$ cat config.mk
export PLATFORM = sky130hd
export DESIGN_NAME = vrq_cell
export DESIGN_NICKNAME = d
export VERILOG_FILES = /design/src/vrq_pkg.sv /design/src/vrq_cell.sv
export SDC_FILE = /design/constraint.sdc
export NUM_CORES = 1
export LEC_CHECK = 0
export CORE_MARGIN = 2
export CORE_UTILIZATION = 37
export DETAILED_ROUTE_END_ITERATION = 8
export DONT_BUFFER_PORTS = 1
export SYNTH_ARGS = -nofsm -noshare
export SYNTH_HDL_FRONTEND = slang
export SYNTH_SLANG_ARGS = --single-unit
$ cat constraint.sdc
create_clock -name clk -period 6.87 [get_ports clk]
set_clock_uncertainty 0.1 [all_clocks]
set_input_delay 1.374 -clock clk [delete_from_list [all_inputs] [get_ports clk]]
set_output_delay 1.374 -clock clk [all_outputs]
set_load 0.005 [all_outputs]
$ cat src/vrq_pkg.sv
// Shared types and constants for the virtual-runtime ready queue scheduler.
package vrq_pkg;

  localparam int unsigned ID_W = 8;
  localparam int unsigned VR_W = 63;
  localparam int unsigned PR_W = 2;
  localparam int unsigned SLICE_W = 4;
  localparam int unsigned TCNT_W = 6;
  localparam int unsigned CFG_IDX_W = 2;

  localparam int unsigned SLICE_BASE = 4;
  localparam int unsigned SLICE_MULT = 3;
  localparam logic [PR_W-1:0] PRIO_BOOST_MIN = 2'd2;

  localparam logic [CFG_IDX_W-1:0] CFG_IDLE_ID = 2'd0;
  localparam logic [CFG_IDX_W-1:0] CFG_IDLE_VR = 2'd1;
  localparam logic [CFG_IDX_W-1:0] CFG_IDLE_PR = 2'd2;

  localparam logic KIND_INSERT = 1'b0;
  localparam logic KIND_SCHEDULE = 1'b1;

  typedef struct packed {
    logic [ID_W-1:0] id;
    logic [VR_W-1:0] vr;
    logic [PR_W-1:0] pr;
  } entry_t;

  typedef enum logic [1:0] {
    OP_HOLD,
    OP_POP,
    OP_INSERT
  } cell_op_t;

  typedef struct packed {
    cell_op_t op;
    entry_t ent;
  } cell_ctl_t;

  typedef enum logic [1:0] {
    ST_IDLE,
    ST_INSERT,
    ST_REQUEUE
  } state_t;

  typedef struct packed {
    logic kind;
    logic [ID_W-1:0] task_id;
    logic [VR_W-1:0] task_vruntime;
    logic [PR_W-1:0] task_priority;
    logic [ID_W-1:0] current_id;
    logic [VR_W-1:0] current_vruntime;
    logic [PR_W-1:0] current_priority;
    logic current_running;
    logic [SLICE_W-1:0] slice_left;
  } in_item_t;

  typedef struct packed {
    logic [ID_W-1:0] run_task_id;
    logic switched;
    logic [SLICE_W-1:0] new_slice;
    logic dropped;
    logic [TCNT_W-1:0] task_count;
  } out_item_t;

endpackage

$ cat src/vrq_cell.sv
// One slot of the sorted shift-register queue.
module vrq_cell (
  input  logic               clk,
  input  vrq_pkg::cell_ctl_t ctl,
  input  logic               occupied,
  input  logic               lt_left,
  input  vrq_pkg::entry_t    left_ent,
  input  vrq_pkg::entry_t    right_ent,
  output logic               lt_out,
  output vrq_pkg::entry_t    ent
);

  vrq_pkg::entry_t ent_r;
  vrq_pkg::entry_t ent_nxt;

  // Entries are sorted, so the cells that stay in place form a prefix.
  assign lt_out = occupied && (ent_r.vr < ctl.ent.vr);
  assign ent = ent_r;

  always_comb begin
    ent_nxt = ent_r;
    case (ctl.op)
      vrq_pkg::OP_POP: begin
        ent_nxt = right_ent;
      end
      vrq_pkg::OP_INSERT: begin
        if (lt_out) begin
          ent_nxt = ent_r;
        end else if (lt_left) begin
          ent_nxt = ctl.ent;
        end else begin
          ent_nxt = left_ent;
        end
      end
      default: begin
        ent_nxt = ent_r;
      end
    endcase
  end

  always_ff @(posedge clk) begin
    ent_r <= ent_nxt;
  end

endmodule

=== Yosys cells after proc, flatten, opt, wreduce, memory -nomap -nowiden ===
Index checks and enable logic that the tools add are counted.

* Register bits after elaboration: 73
* Input bits: 224
* Output and inout bits: 74
* Logic and storage cells: 13

* Magnitude comparators: 1
* Equality and inequality tests: 3
* Mux-type cells: 3
* Reductions and logical operators: 3

{| class="wikitable"
|+ Operators with widths
! cell !! count
|-
| 73-bit 2-to-1 mux || 2
|-
| 73-bit one-hot mux with 2 select lines || 1
|-
| 63-bit less-than comparator || 1
|-
| 2-bit by 1-bit equality test with 1-bit output (second input constant) || 1
|-
| 2-bit equality test (second input constant) || 1
|-
| 2-bit inequality test (second input constant) || 1
|-
| 2-bit AND reduction || 1
|-
| 2-bit nonzero test || 1
|-
| 1-bit logical AND || 1
|}

=== Depth between registers and ports, before layout ===
Gate-level depths: netlist (run 1).

* Depth after elaboration: 4
* Mapped depth: 8
* Depth with buffers taken out: 8

=== Worst setup path before layout (run 1) ===
OpenSTA, ideal clock, no wires.

* Path kind: input -> register
* Start: input ctl[60] in the netlist's numbering
* End: register ent_r, in the netlist ent[0] (enable)
* Library setup time: 0.545 ns
* Arrival: 6.578 ns
* Data required time: 6.225 ns
* Setup slack: -0.353 ns
* Stages on the path: 8
* Path buffers: 0
* Cells stage by stage: inv_1 ha_1 nand4_1 nor4_4 nand3_2 nor4_2 a211oi_1 a41oi_1

* Cells in the longest elaborated chain, start to end: 4

{| class="wikitable"
|+ RTL lines
! what !! RTL line !! RTL
|-
| start, declared || vrq_cell.sv:4 || <nowiki>input vrq_pkg::cell_ctl_t ctl,</nowiki>
|-
| 63-bit less-than comparator || vrq_cell.sv:17 || <nowiki>assign lt_out = occupied && (ent_r.vr < ctl.ent.vr);</nowiki>
|-
| 1-bit logical AND || vrq_cell.sv:17 ||
|-
| 2-bit inequality test (no line) || - ||
|-
| 2-bit AND reduction (no line) || - ||
|-
| end signal, assigned || vrq_cell.sv:42 || <nowiki>ent_r <= ent_nxt;</nowiki>
|-
| end, declared || vrq_cell.sv:13 || <nowiki>vrq_pkg::entry_t ent_r;</nowiki>
|}

No other way between the ends.
A chain may end at the register's enable or synchronous reset.

=== Final worst setup path (run 1) ===
* Start: input ctl[64] in the netlist's numbering
* End: output lt_out

* Cells in the longest elaborated chain, start to end: 2

{| class="wikitable"
|+ RTL lines
! what !! RTL line !! RTL
|-
| 63-bit less-than comparator || vrq_cell.sv:17 ||
|-
| 1-bit logical AND || vrq_cell.sv:17 ||
|-
| end, declared || vrq_cell.sv:9 || <nowiki>output logic lt_out,</nowiki>
|}

No other way between the ends.

==> results of run 1 <==
-- worst max-delay path: stages --
cell	delay, ns
inv_1	0.03
ha_1	0.35
nand4_4	0.16
nor4_4	0.34
nand3_2	0.14
nor4_2	0.32
nand4_1	0.29
and3_1	0.33
-- power by group through the flow --
stage / logic (mW) / clock network (mW) / registers (mW)
6_report: 0.219 / 0.460 / 0.598
5_1_grt: 0.257 / 0.489 / 0.604
4_1_cts: 0.225 / 0.472 / 0.599
3_5_place_dp: 0.224 / 0 / 0.607
3_3_place_gp: 0.216 / 0 / 0.607
2_1_floorplan: 0.179 / 0 / 0.595
-- area by class of cell --
class / instances / area (µm²)
multi-input cells: 387 / 2766
clock buffers: 10 / 229.0
well taps: 180 / 225.2
inverters: 64 / 240.2
fillers: 1363 / 8142
flip-flops and latches: 73 / 2192
clock inverters: 6 / 58.81
repair buffers: 2 / 27.53
-- Yosys cell counts, drive strengths merged --
library cell and instances:
nand2 97, o21ai 86, edfxtp 73, mux2i 73
inv 64, ha 62, a21oi 28, clkbuf 15
buf 9, nand4 9, nor2 9, a211oi 4
nand3 3, nor4 3, a21o 1, a221o 1
a41oi 1, and3 1, and4 1, nor2b 1
nor3 1, o2111ai 1, o211a 1, o211ai 1
o21a 1, o41ai 1, xnor2 1
-- cell families (layout without fill, tap and decap cells) --
kind of cell	count (synthesis)	after routing	share of synthesized area, %
adder cells (fa/ha/maj)	62	62	14.74
AND/OR/NAND/NOR	125	125	10.55
AO/OA/AOI/OAI	126	126	12.72
flip-flops	73	73	41.64
XOR/XNOR	1	1	0.1664
multiplexers	73	73	13.88
buffers and inverters	88	82	6.299
-- routing by layer --
metal  track usage [%]  vias to the layer above  part of all wire, %
li1                  -                     1924                    -
met4             7.315                        0                  2.1
met5                 0                        -                    0
met2             31.32                      195                   51
met3             5.673                       16                  9.8
met1             18.09                     1779                   37
-- path summary, 6_finish.rpt --
check | from | cells past startpoint | slack [ns] | to
hold / removal | right_ent[66] | 2 | 1.12 | ent[66]$_DFFE_PP_
setup / recovery | ctl[64] | 8 | 2.06 | lt_out
hold reg to reg | ent[17]$_DFFE_PP_ | 5 | 1.43 | ent[50]$_DFFE_PP_
setup reg to reg | ent[60]$_DFFE_PP_ | 8 | 3.15 | ent[45]$_DFFE_PP_
-- per-stage QoR --
| stage | cells | util, % |
|---|---|---|
| final | 722 | 41.35 |
| after global routing | 722 | 41.35 |
| after CTS | 722 | 41.35 |
| after detailed placement | 706 | 39.27 |
| after global placement | 706 | 39.27 |
| after floorplan | 548 | - |
-- placed cells by master (no fill, tap or decap), types with 2 or more instances in the layout --
master and n:
nand4_1 8, ha_1 62, nand3_1 2, clkinv_2 2
clkbuf_16 9, nand2_1 96, a21oi_1 28, nor2_1 9
clkinvlp_4 2, o21ai_1 33, o21ai_0 53, edfxtp_1 73
a211oi_1 4, inv_1 63, mux2i_1 73
==> run summary, run 1 <==
RUN STATUS
---------------------------------------------------------------------------------
Status ............................................................. finished clean

YOSYS
---------------------------------------------------------------------------------
Post-synth top area cell ...........................................     edfxtp_1
Leading cell types by total area after synthesis ................... edfxtp_1 (42%), ha_1 (15%), mux2i_1 (14%)
Synthesized Nets ...................................................          834
Count of yosys warnings during synthesis ...........................            0
Sequential fraction of the synthesis area ..........................       41.64%
Area of the mapped netlist .........................................     5264 µm²
FF+latch count, synth ..............................................           73
Number of distinct library cells after synthesis ...................           34
Share of Yosys cell area claimed by the top area cell type .........       41.64%
Average footprint of a synthesized cell ............................    9.605 µm²
Cells after Synth ..................................................          548

POWER AND IR DROP
---------------------------------------------------------------------------------
Total leakage power ................................................     2.627 nW
Total power after layout ...........................................     1.277 mW
NetSw ..............................................................     349.4 µW
Part of the total power dissipated in combinational logic ..........        17.2%
Part of the power in the clock network .............................        36.0%
P per Cell Area .................................................... 222.5 nW/µm²
Internal power summed over all cells ...............................     927.6 µW
Sw Share ...........................................................       27.36%
Sequential Power Share .............................................        46.8%
Maximum vdd ir drop ................................................ 0.00009917 V

TIMING
---------------------------------------------------------------------------------
Hold violation count in the final report ...........................            0
PnR worst setup slack ..............................................     2.061 ns
Relative slew slack ................................................       47.83%
Final Hold Slack ...................................................     1.124 ns
Final setup TNS ....................................................         0 ns
Share of the clock period used by the worst path ...................       70.00%
Total setup violations reported at the end of the flow .............            0
Crit path time final ...............................................     4.809 ns
Unrepaired setup endpoints after global routing ....................           no
Worst slew pin tran ................................................    0.7800 ns
FMAX ...............................................................    208.0 MHz
Final Max Slew Viols ...............................................            0

PLACE
---------------------------------------------------------------------------------
Input/output buffers ...............................................            0
Placer congestion estimate .........................................       0.7970
Area after DPL .....................................................     5451 µm²
Setup slack after placement ........................................     1.971 ns
Post-DP HPWL .......................................................     10890 µm

DRT
---------------------------------------------------------------------------------
Avg Vias per Cell ..................................................        5.421
Wire length reported by the detailed router ........................     13470 µm
Drt first-iter violations ..........................................          149
DRC violations left ................................................            0
Number of iterations in the first detailed-routing pass ............            4
Via count of the routed design .....................................         3914
Number of routed nets with antenna violations ......................            0
Average wire length per cell after detail routing ..................     18.66 µm

FINAL LAYOUT
---------------------------------------------------------------------------------
Net total in the final layout ......................................          823
Fraction of layout cells with a size suffix above 1 ................       4.244%
Number of antenna cells inserted ...................................            0
Number of flip-flops under the largest register name ...............           73
Layout overhead on the synthesized area ............................       9.032%
Post-Layout Inst Area ..............................................     5739 µm²

DIE
---------------------------------------------------------------------------------
I/O pin count ......................................................          298
Area enclosed by the die boundary ..................................    15200 µm²
Die Height .........................................................     123.3 µm
Standard-cell rows .................................................           43
Die extent in x ....................................................     123.3 µm
Initial Util .......................................................       37.92%
Core ar. ...........................................................    13880 µm²

SETUP PATH
---------------------------------------------------------------------------------
Kind of critical path ..............................................       in2out
Arrival time at the worst endpoint .................................      3.33 ns
Critical Path Sink Type ............................................  output port
Startpoint type of the worst setup path ............................    input pin
Worst endpoint required time .......................................      5.40 ns
Highest fanout seen on the critical path ...........................            4

CLOCK TREE
---------------------------------------------------------------------------------
Clock root buffer ..................................................    clkbuf_16
Hold bufs inserted after CTS .......................................            0
Number of buffers created by CTS ...................................            9
CTS resizes ........................................................            0
Maximum clock path buffer count ....................................            2
Number of buffers inserted to repair setup after CTS ...............            0
Register clock-pin slew on the reported worst setup and hold paths .      0.06 ns
Worst-Skew Late Latency ............................................      0.34 ns
CTS HTree Levels ...................................................            3
Clock sink total ...................................................           73
CTS tree ...........................................................        built

GRT
---------------------------------------------------------------------------------
GR Overflow Total ..................................................            0
Number of antenna violations at the first check in global routing ..            0
Total global routing track utilization .............................       17.23%
Global-route wire length before repair .............................     19550 µm
Vias in the first global route .....................................         3926
Maximum number of pins on one net before global-route repair .......           85

MIN PATH
---------------------------------------------------------------------------------
Path type of the worst min-delay path ..............................       in2reg

JOB
---------------------------------------------------------------------------------
Total of max-cap violations ........................................            0

No activity file was read; power rests on OpenSTA's default activity.
==> inputs of run 2 (changes only) <==
--- a/config.mk
+++ b/config.mk
@@ -5,6 +5,7 @@
 export SDC_FILE = /design/constraint.sdc
 export NUM_CORES = 1
 export LEC_CHECK = 0
+export ABC_AREA = 1
 export CORE_MARGIN = 2
 export CORE_UTILIZATION = 37
 export DETAILED_ROUTE_END_ITERATION = 8
==> constraint.sdc (replaced) <==
create_clock -name clk -period 4.5 [get_ports clk]
set_clock_uncertainty 0.1 [all_clocks]
set_input_delay 0.9 -clock clk [delete_from_list [all_inputs] [get_ports clk]]
set_output_delay 0.9 -clock clk [all_outputs]
set_load 0.005 [all_outputs]
==> run 2 against run 1 <==
Net effect: critical endpoint unchanged; via count increased by 16%; final cell count grew 20%; sequential share of layout area shrank 0.65 points; flip-flop and latch count did not move.
==> run summary, run 2 <==
YOSYS
-------------------------------------------------------------------------------------
Number of distinct library cells after synthesis .......................           25
Leading cell types by total area after synthesis ....................... edfxtp_1 (40%), nand2_1 (16%), ha_1 (14%)
Share of Yosys cell area claimed by the top area cell type .............       40.28%
Share of async-settable or async-resettable flops after synthesis ......           0%
Count of yosys warnings during synthesis ...............................            0
Top-count cell post-synth ..............................................      nand2_1
Most used flip-flop cell after synthesis ...............................     edfxtp_1
Sequential fraction of the synthesis area ..............................       40.28%
Synthesized Nets .......................................................          984
Number of enable flip-flop cells after synthesis .......................           73
Area of the mapped netlist .............................................     5443 µm²
FF+latch count, synth ..................................................           73
Average footprint of a synthesized cell ................................    7.798 µm²
Most frequent cells after synthesis .................................... nand2_1 (235), inv_1 (87), nor2_1 (86)
Post-synth top area cell ...............................................     edfxtp_1
Cells after Synth ......................................................          698

SETUP PATH
-------------------------------------------------------------------------------------
Most common cell on crit path ..........................................      nand2_1
Startpoint type of the worst setup path ................................    input pin
Standard cell with the maximum stage delay on the critical path ........         ha_1
Reg-to-reg startpoint .................................................. ent[60]$_DFFE_PP_
Worst endpoint required time ...........................................      3.50 ns
Kind of cell adding the most delay to the critical path ................ simple AND/OR/NAND/NOR gates
Highest cell delay on the worst timing path ............................      0.29 ns
Number of buffer and inverter stages on the critical path ..............            2
Arrival time at the worst endpoint .....................................      2.23 ns
Critical Path Sink Type ................................................  output port
Ordered cell list for the critical path ................................ inv_1 > ha_1 > nand2_1 > o21bai_2 > nand4_1 > nor2_1 > nand2_1 > nor2_1 > nand2_1 > inv_1
Length in cells of the worst reg-to-reg path ...........................           12
Worst reg2reg path endpoint ............................................ ent[54]$_DFFE_PP_
Internal reg-to-reg setup slack ........................................      1.75 ns
Kind of critical path ..................................................       in2out
Cell count along the critical path .....................................           10
Highest fanout seen on the critical path ...............................            2

FINAL LAYOUT
-------------------------------------------------------------------------------------
Fraction of layout cells with a size suffix above 1 ....................       4.672%
Register area ..........................................................     2192 µm²
Multi-input gate area in the final layout ..............................     2741 µm²
Net total in the final layout ..........................................          966
Number of flip-flops under the largest register name ...................           73
Most frequent standard cell in the layout excluding fill and tap cells .      nand2_1
Top library cells by usage in the layout, fill and taps aside .......... nand2_1 (234), inv_1 (87), nor2_1 (86)
Layout overhead on the synthesized area ................................       7.287%
Number of antenna cells inserted .......................................            0
Fraction of the core area covered by cells at the end of the flow ......       40.33%
Number of filler instances in the final layout .........................         1487

POWER AND IR DROP
-------------------------------------------------------------------------------------
Total leakage power ....................................................     2.686 nW
Maximum vdd ir drop ....................................................  0.0001646 V
Total power after layout ...............................................     1.909 mW
P per Cell Area ........................................................ 326.9 nW/µm²

MIN PATH
-------------------------------------------------------------------------------------
Path type of the worst min-delay path ..................................       in2reg
Endpoint of the worst hold-timing path ................................. ent[2]$_DFFE_PP_
Cells on Worst Hold Path ...............................................            2
Hold path startpoint ................................................... right_ent[2]

RUN STATUS
-------------------------------------------------------------------------------------
Status ................................................................. finished clean

TIMING
-------------------------------------------------------------------------------------
Hold violation count in the final report ...............................            0
Worst slew pin tran ....................................................     1.214 ns
Crit path time final ...................................................     3.235 ns
Share of the clock period used by the worst path .......................       71.88%
Final setup TNS ........................................................         0 ns
Final Hold Slack .......................................................    0.7218 ns
Relative slew slack ....................................................       19.05%
Unrepaired setup endpoints after global routing ........................           no
Total setup violations reported at the end of the flow .................            0
Final Max Slew Viols ...................................................            0
FMAX ...................................................................    309.1 MHz

GRT
-------------------------------------------------------------------------------------
Vias in the first global route .........................................         4451
GR Overflow Total ......................................................            0
Number of antenna violations at the first check in global routing ......            0
Global-route wire length before repair .................................     22870 µm
Maximum number of pins on one net before global-route repair ...........          147
Total global routing track utilization .................................       18.41%

PLACE
-------------------------------------------------------------------------------------
Post-DP HPWL ...........................................................     11340 µm
Input/output buffers ...................................................            0
Placer congestion estimate .............................................       0.8271

DRT
-------------------------------------------------------------------------------------
Number of iterations in the first detailed-routing pass ................            4
Average wire length per cell after detail routing ......................     16.64 µm
DRC violations left ....................................................            0
Drt first-iter violations ..............................................          224
Number of routed nets with antenna violations ..........................            0
Wire length reported by the detailed router ............................     14460 µm
Via count of the routed design .........................................         4542
Avg Vias per Cell ......................................................        5.227

DIE
-------------------------------------------------------------------------------------
Die Height .............................................................     125.3 µm
Area enclosed by the die boundary ......................................    15700 µm²
Initial Util ...........................................................       37.59%
Die extent in x ........................................................     125.3 µm
Core ar. ...............................................................    14480 µm²
I/O pin count ..........................................................          298
Standard-cell rows .....................................................           44

CLOCK TREE
-------------------------------------------------------------------------------------
Hold bufs inserted after CTS ...........................................            0
Number of buffers created by CTS .......................................            9
CTS HTree Levels .......................................................            3
Number of buffers inserted to repair setup after CTS ...................            0
Clock root buffer ......................................................    clkbuf_16
CTS resizes ............................................................            0
Worst-Skew Late Latency ................................................      0.34 ns
CTS tree ...............................................................        built
Maximum clock path buffer count ........................................            2
Clock sink total .......................................................           73
Register clock-pin slew on the reported worst setup and hold paths .....      0.06 ns

JOB
-------------------------------------------------------------------------------------
Total of max-cap violations ............................................            0

## run 2: layout make-up
class,count,share of cell area (%)
Multi-Input combinational cell,504,46.95
Sequential cell,73,37.54
Inverter,90,5.785
Tap cell,184,3.943
Clock buffer,10,3.921
Clock inverter,6,1.178
Timing Repair Buffer,2,0.6857
## run 2: through the flow
stage                     setup WS, ns  cell area (µm²)  std cells
after floorplan                 0.5525             5443        698
after global placement           1.176             5542        853
after detailed placement         1.169             5542        853
after CTS                        1.222             5839        869
after global routing             1.133             5839        869
final                            1.265             5839        869
## run 2: worst max-delay path by stage
stage / start / end / slack [ns]
after floorplan: ctl[52] / ent[0]$_DFFE_PP_ / 0.55
after global placement: ctl[60] / ent[71]$_DFFE_PP_ / 1.18
after detailed placement: ctl[60] / ent[63]$_DFFE_PP_ / 1.17
after CTS: ctl[64] / lt_out / 1.22
after global routing: ctl[62] / lt_out / 1.13
final: ctl[64] / lt_out / 1.27
## run 2: where the power goes
part	internal, mW	switching (mW)	total, mW
combinational	0.123	0.197	0.320
clock	0.431	0.284	0.715
sequential	0.826	0.0481	0.874
total	1.38	0.529	1.91
## run 2: kinds of logic after synthesis
kind of cell,after synthesis,share of synthesized area (%)
compound gates,100,11.29
simple gates,342,24.60
buf+inv,121,9.586
fa+ha+maj,62,14.25
flops,73,40.28
## run 2: per-layer routing
layer / track usage, % / up-vias / share of wire, %
met5: 0 / - / 0
met4: 7.320 / 0 / 2.5
met3: 7.060 / 25 / 11
met2: 30.85 / 234 / 47
met1: 21.25 / 2008 / 39
li1: - / 2275 / -
==> inputs of run 3 (changes only) <==
--- a/config.mk
+++ b/config.mk
@@ -5,7 +5,7 @@
 export SDC_FILE = /design/constraint.sdc
 export NUM_CORES = 1
 export LEC_CHECK = 0
-export ABC_AREA = 1
+export ABC_AREA = 0
 export CORE_MARGIN = 2
 export CORE_UTILIZATION = 37
 export DETAILED_ROUTE_END_ITERATION = 8
==> constraint.sdc (replaced) <==
create_clock -name clk -period 2.6 [get_ports clk]
set_clock_uncertainty 0.1 [all_clocks]
set_input_delay 0.52 -clock clk [delete_from_list [all_inputs] [get_ports clk]]
set_output_delay 0.52 -clock clk [all_outputs]
set_load 0.005 [all_outputs]
==> run 3 against run 2 <==
Net effect: the flow now finishes with violations (setup timing); final area rose by 17%; sequential power up 78%; register-to-register slack lost 2.1 ns; sequential share of layout area fell by 5.5 points; via count down 5.7%; clock power rose by 110%; power rose by 110%; clock-buffer cell count decreased by 1; final cell count fell by 5.1%; wire length grew 2.8%; worst setup slack worse by 1.7 ns; first-iteration DRC count is 39% lower.
==> run summary, run 3 (synthesis gave the netlist of run 1 again) <==
RUN STATUS
-------------------------------------------------------------------------------------
Status ................................................................. complete, but fails checks
Violated checks ........................................................ setup timing

DRT
-------------------------------------------------------------------------------------
DRC violations left ....................................................            0
Avg Vias per Cell ......................................................        5.192
Number of routed nets with antenna violations ..........................            0
Average wire length per cell after detail routing ......................     18.02 µm
Via count of the routed design .........................................         4283
Drt first-iter violations ..............................................          136
Wire length reported by the detailed router ............................     14860 µm
Number of iterations in the first detailed-routing pass ................            4

POWER AND IR DROP
-------------------------------------------------------------------------------------
Total power after layout ...............................................     3.964 mW
Maximum vdd ir drop ....................................................  0.0002276 V
Total leakage power ....................................................     3.204 nW
P per Cell Area ........................................................ 579.9 nW/µm²

SETUP PATH
-------------------------------------------------------------------------------------
Critical Path Sink Type ................................................  output port
Internal reg-to-reg setup slack ........................................     -0.36 ns
Kind of cell adding the most delay to the critical path ................ compound AO/OA/AOI/OAI gates
Kind of critical path ..................................................      reg2out
Number of buffer and inverter stages on the critical path ..............            2
Most common cell on crit path ..........................................        buf_4
Highest cell delay on the worst timing path ............................      0.41 ns
Worst endpoint required time ...........................................      1.98 ns
Startpoint type of the worst setup path ................................     register
Highest fanout seen on the critical path ...............................            2
Standard cell with the maximum stage delay on the critical path ........     edfxtp_1
Arrival time at the worst endpoint .....................................      2.39 ns
Ordered cell list for the critical path ................................ ha_1 > nand4_1 > buf_4 > buf_4 > nor3_1 > a21oi_1 > o211ai_1 > a211oi_2 > and3_4

FINAL LAYOUT
-------------------------------------------------------------------------------------
Number of filler instances in the final layout .........................         1310
Layout overhead on the synthesized area ................................       29.86%
Number of flip-flops under the largest register name ...................           73
Net total in the final layout ..........................................          926
Fraction of layout cells with a size suffix above 1 ....................       22.48%
Fraction of the core area covered by cells at the end of the flow ......       49.24%
Multi-input gate area in the final layout ..............................     2898 µm²
Top library cells by usage in the layout, fill and taps aside .......... nand2_1 (96), buf_4 (91), mux2i_1 (73), edfxtp_1 (73), inv_1 (55)
Most frequent standard cell in the layout excluding fill and tap cells .      nand2_1
Number of antenna cells inserted .......................................            0
Post-Layout Inst Area ..................................................     6835 µm²
Register area ..........................................................     2192 µm²

DIE
-------------------------------------------------------------------------------------
Area enclosed by the die boundary ......................................    15200 µm²
Die extent in x ........................................................     123.3 µm
I/O pin count ..........................................................          298
Core ar. ...............................................................    13880 µm²
Die Height .............................................................     123.3 µm
Initial Util ...........................................................       37.92%
Standard-cell rows .....................................................           43

MIN PATH
-------------------------------------------------------------------------------------
Path type of the worst min-delay path ..................................       in2reg

CLOCK TREE
-------------------------------------------------------------------------------------
Register clock-pin slew on the reported worst setup and hold paths .....      0.06 ns
Worst-Skew Late Latency ................................................      0.33 ns
CTS tree ...............................................................        built
CTS HTree Levels .......................................................            3
Clock root buffer ......................................................    clkbuf_16
Maximum clock path buffer count ........................................            2
Clock sink total .......................................................           73
Number of buffers created by CTS .......................................            9

JOB
-------------------------------------------------------------------------------------
Total of max-cap violations ............................................            0

GRT
-------------------------------------------------------------------------------------
Vias in the first global route .........................................         4329
Number of antenna violations at the first check in global routing ......            0
Global-route wire length before repair .................................     21180 µm
Maximum number of pins on one net before global-route repair ...........           74
Total global routing track utilization .................................       18.79%
GR Overflow Total ......................................................            0

PLACE
-------------------------------------------------------------------------------------
Post-DP HPWL ...........................................................     11770 µm
Area after DPL .........................................................     6193 µm²
Input/output buffers ...................................................            0
Placer congestion estimate .............................................       0.7767

TIMING
-------------------------------------------------------------------------------------
Crit path time final ...................................................     3.011 ns
Share of the clock period used by the worst path .......................       115.8%
Relative slew slack ....................................................       61.61%
Final setup TNS ........................................................    -23.80 ns
Hold violation count in the final report ...............................            0
Unrepaired setup endpoints after global routing ........................          yes
Final Hold Slack .......................................................    0.2830 ns
FMAX ...................................................................    332.1 MHz
PnR worst setup slack ..................................................   -0.4113 ns
Final Max Slew Viols ...................................................            0
Total setup violations reported at the end of the flow .................           74
Worst slew pin tran ....................................................    0.5758 ns

## run 3: final timing paths
kind / startpoint / endpoint / depth (start not counted)
setup / recovery: ent[54]$_DFFE_PP_ / lt_out / 9
hold / removal: right_ent[49] / ent[49]$_DFFE_PP_ / 2
setup reg to reg: ent[52]$_DFFE_PP_ / ent[40]$_DFFE_PP_ / 10
hold reg to reg: ent[32]$_DFFE_PP_ / ent[14]$_DFFE_PP_ / 7
## run 3: stage by stage
stage,worst slack (ns),instances
after floorplan,-0.9631,548
after global placement,-0.2708,786
after detailed placement,-0.3653,786
after CTS,-0.4179,819
after global routing,-0.6157,825
final,-0.4113,825
## run 3: report_power, final
group / switching [mW] / internal [mW]
Combinational: 0.434 / 0.495
Clock: 0.454 / 1.03
Sequential: 0.0871 / 1.47
## run 3: layout make-up
type	instances	share of cell area, %
clock buffers	9	3.295
inverters	64	3.734
clock inverters	7	1.940
well taps	180	3.295
flip-flops and latches	73	32.07
multi-input cells	387	42.39
repair buffers	105	13.27
## run 3: routing by layer
layer	GRT usage [%]	wire, µm
met1	21.06	5783
met2	34.55	7529
met5	0	0
met3	4.151	1242
met4	7.031	308
## run 3: what timing repair did
item                       in CTS  in global routing
hold buffers                    0                  0
pin swaps                       3                 13
buffers inserted               14                  7
setup endpoints to repair      74                 74
gates resized for setup        11                  7
gates cloned                    3                  3
## run 3: worst register-to-register path: cells and delay by family (launching register included)
| family | cells | cell delay [ns] |
|---|---|---|
| flops | 1 | 0.43 |
| simple gates | 5 | 1.11 |
| buf+inv | 3 | 0.52 |
| fa+ha+maj | 1 | 0.30 |
| compound gates | 1 | 0.20 |
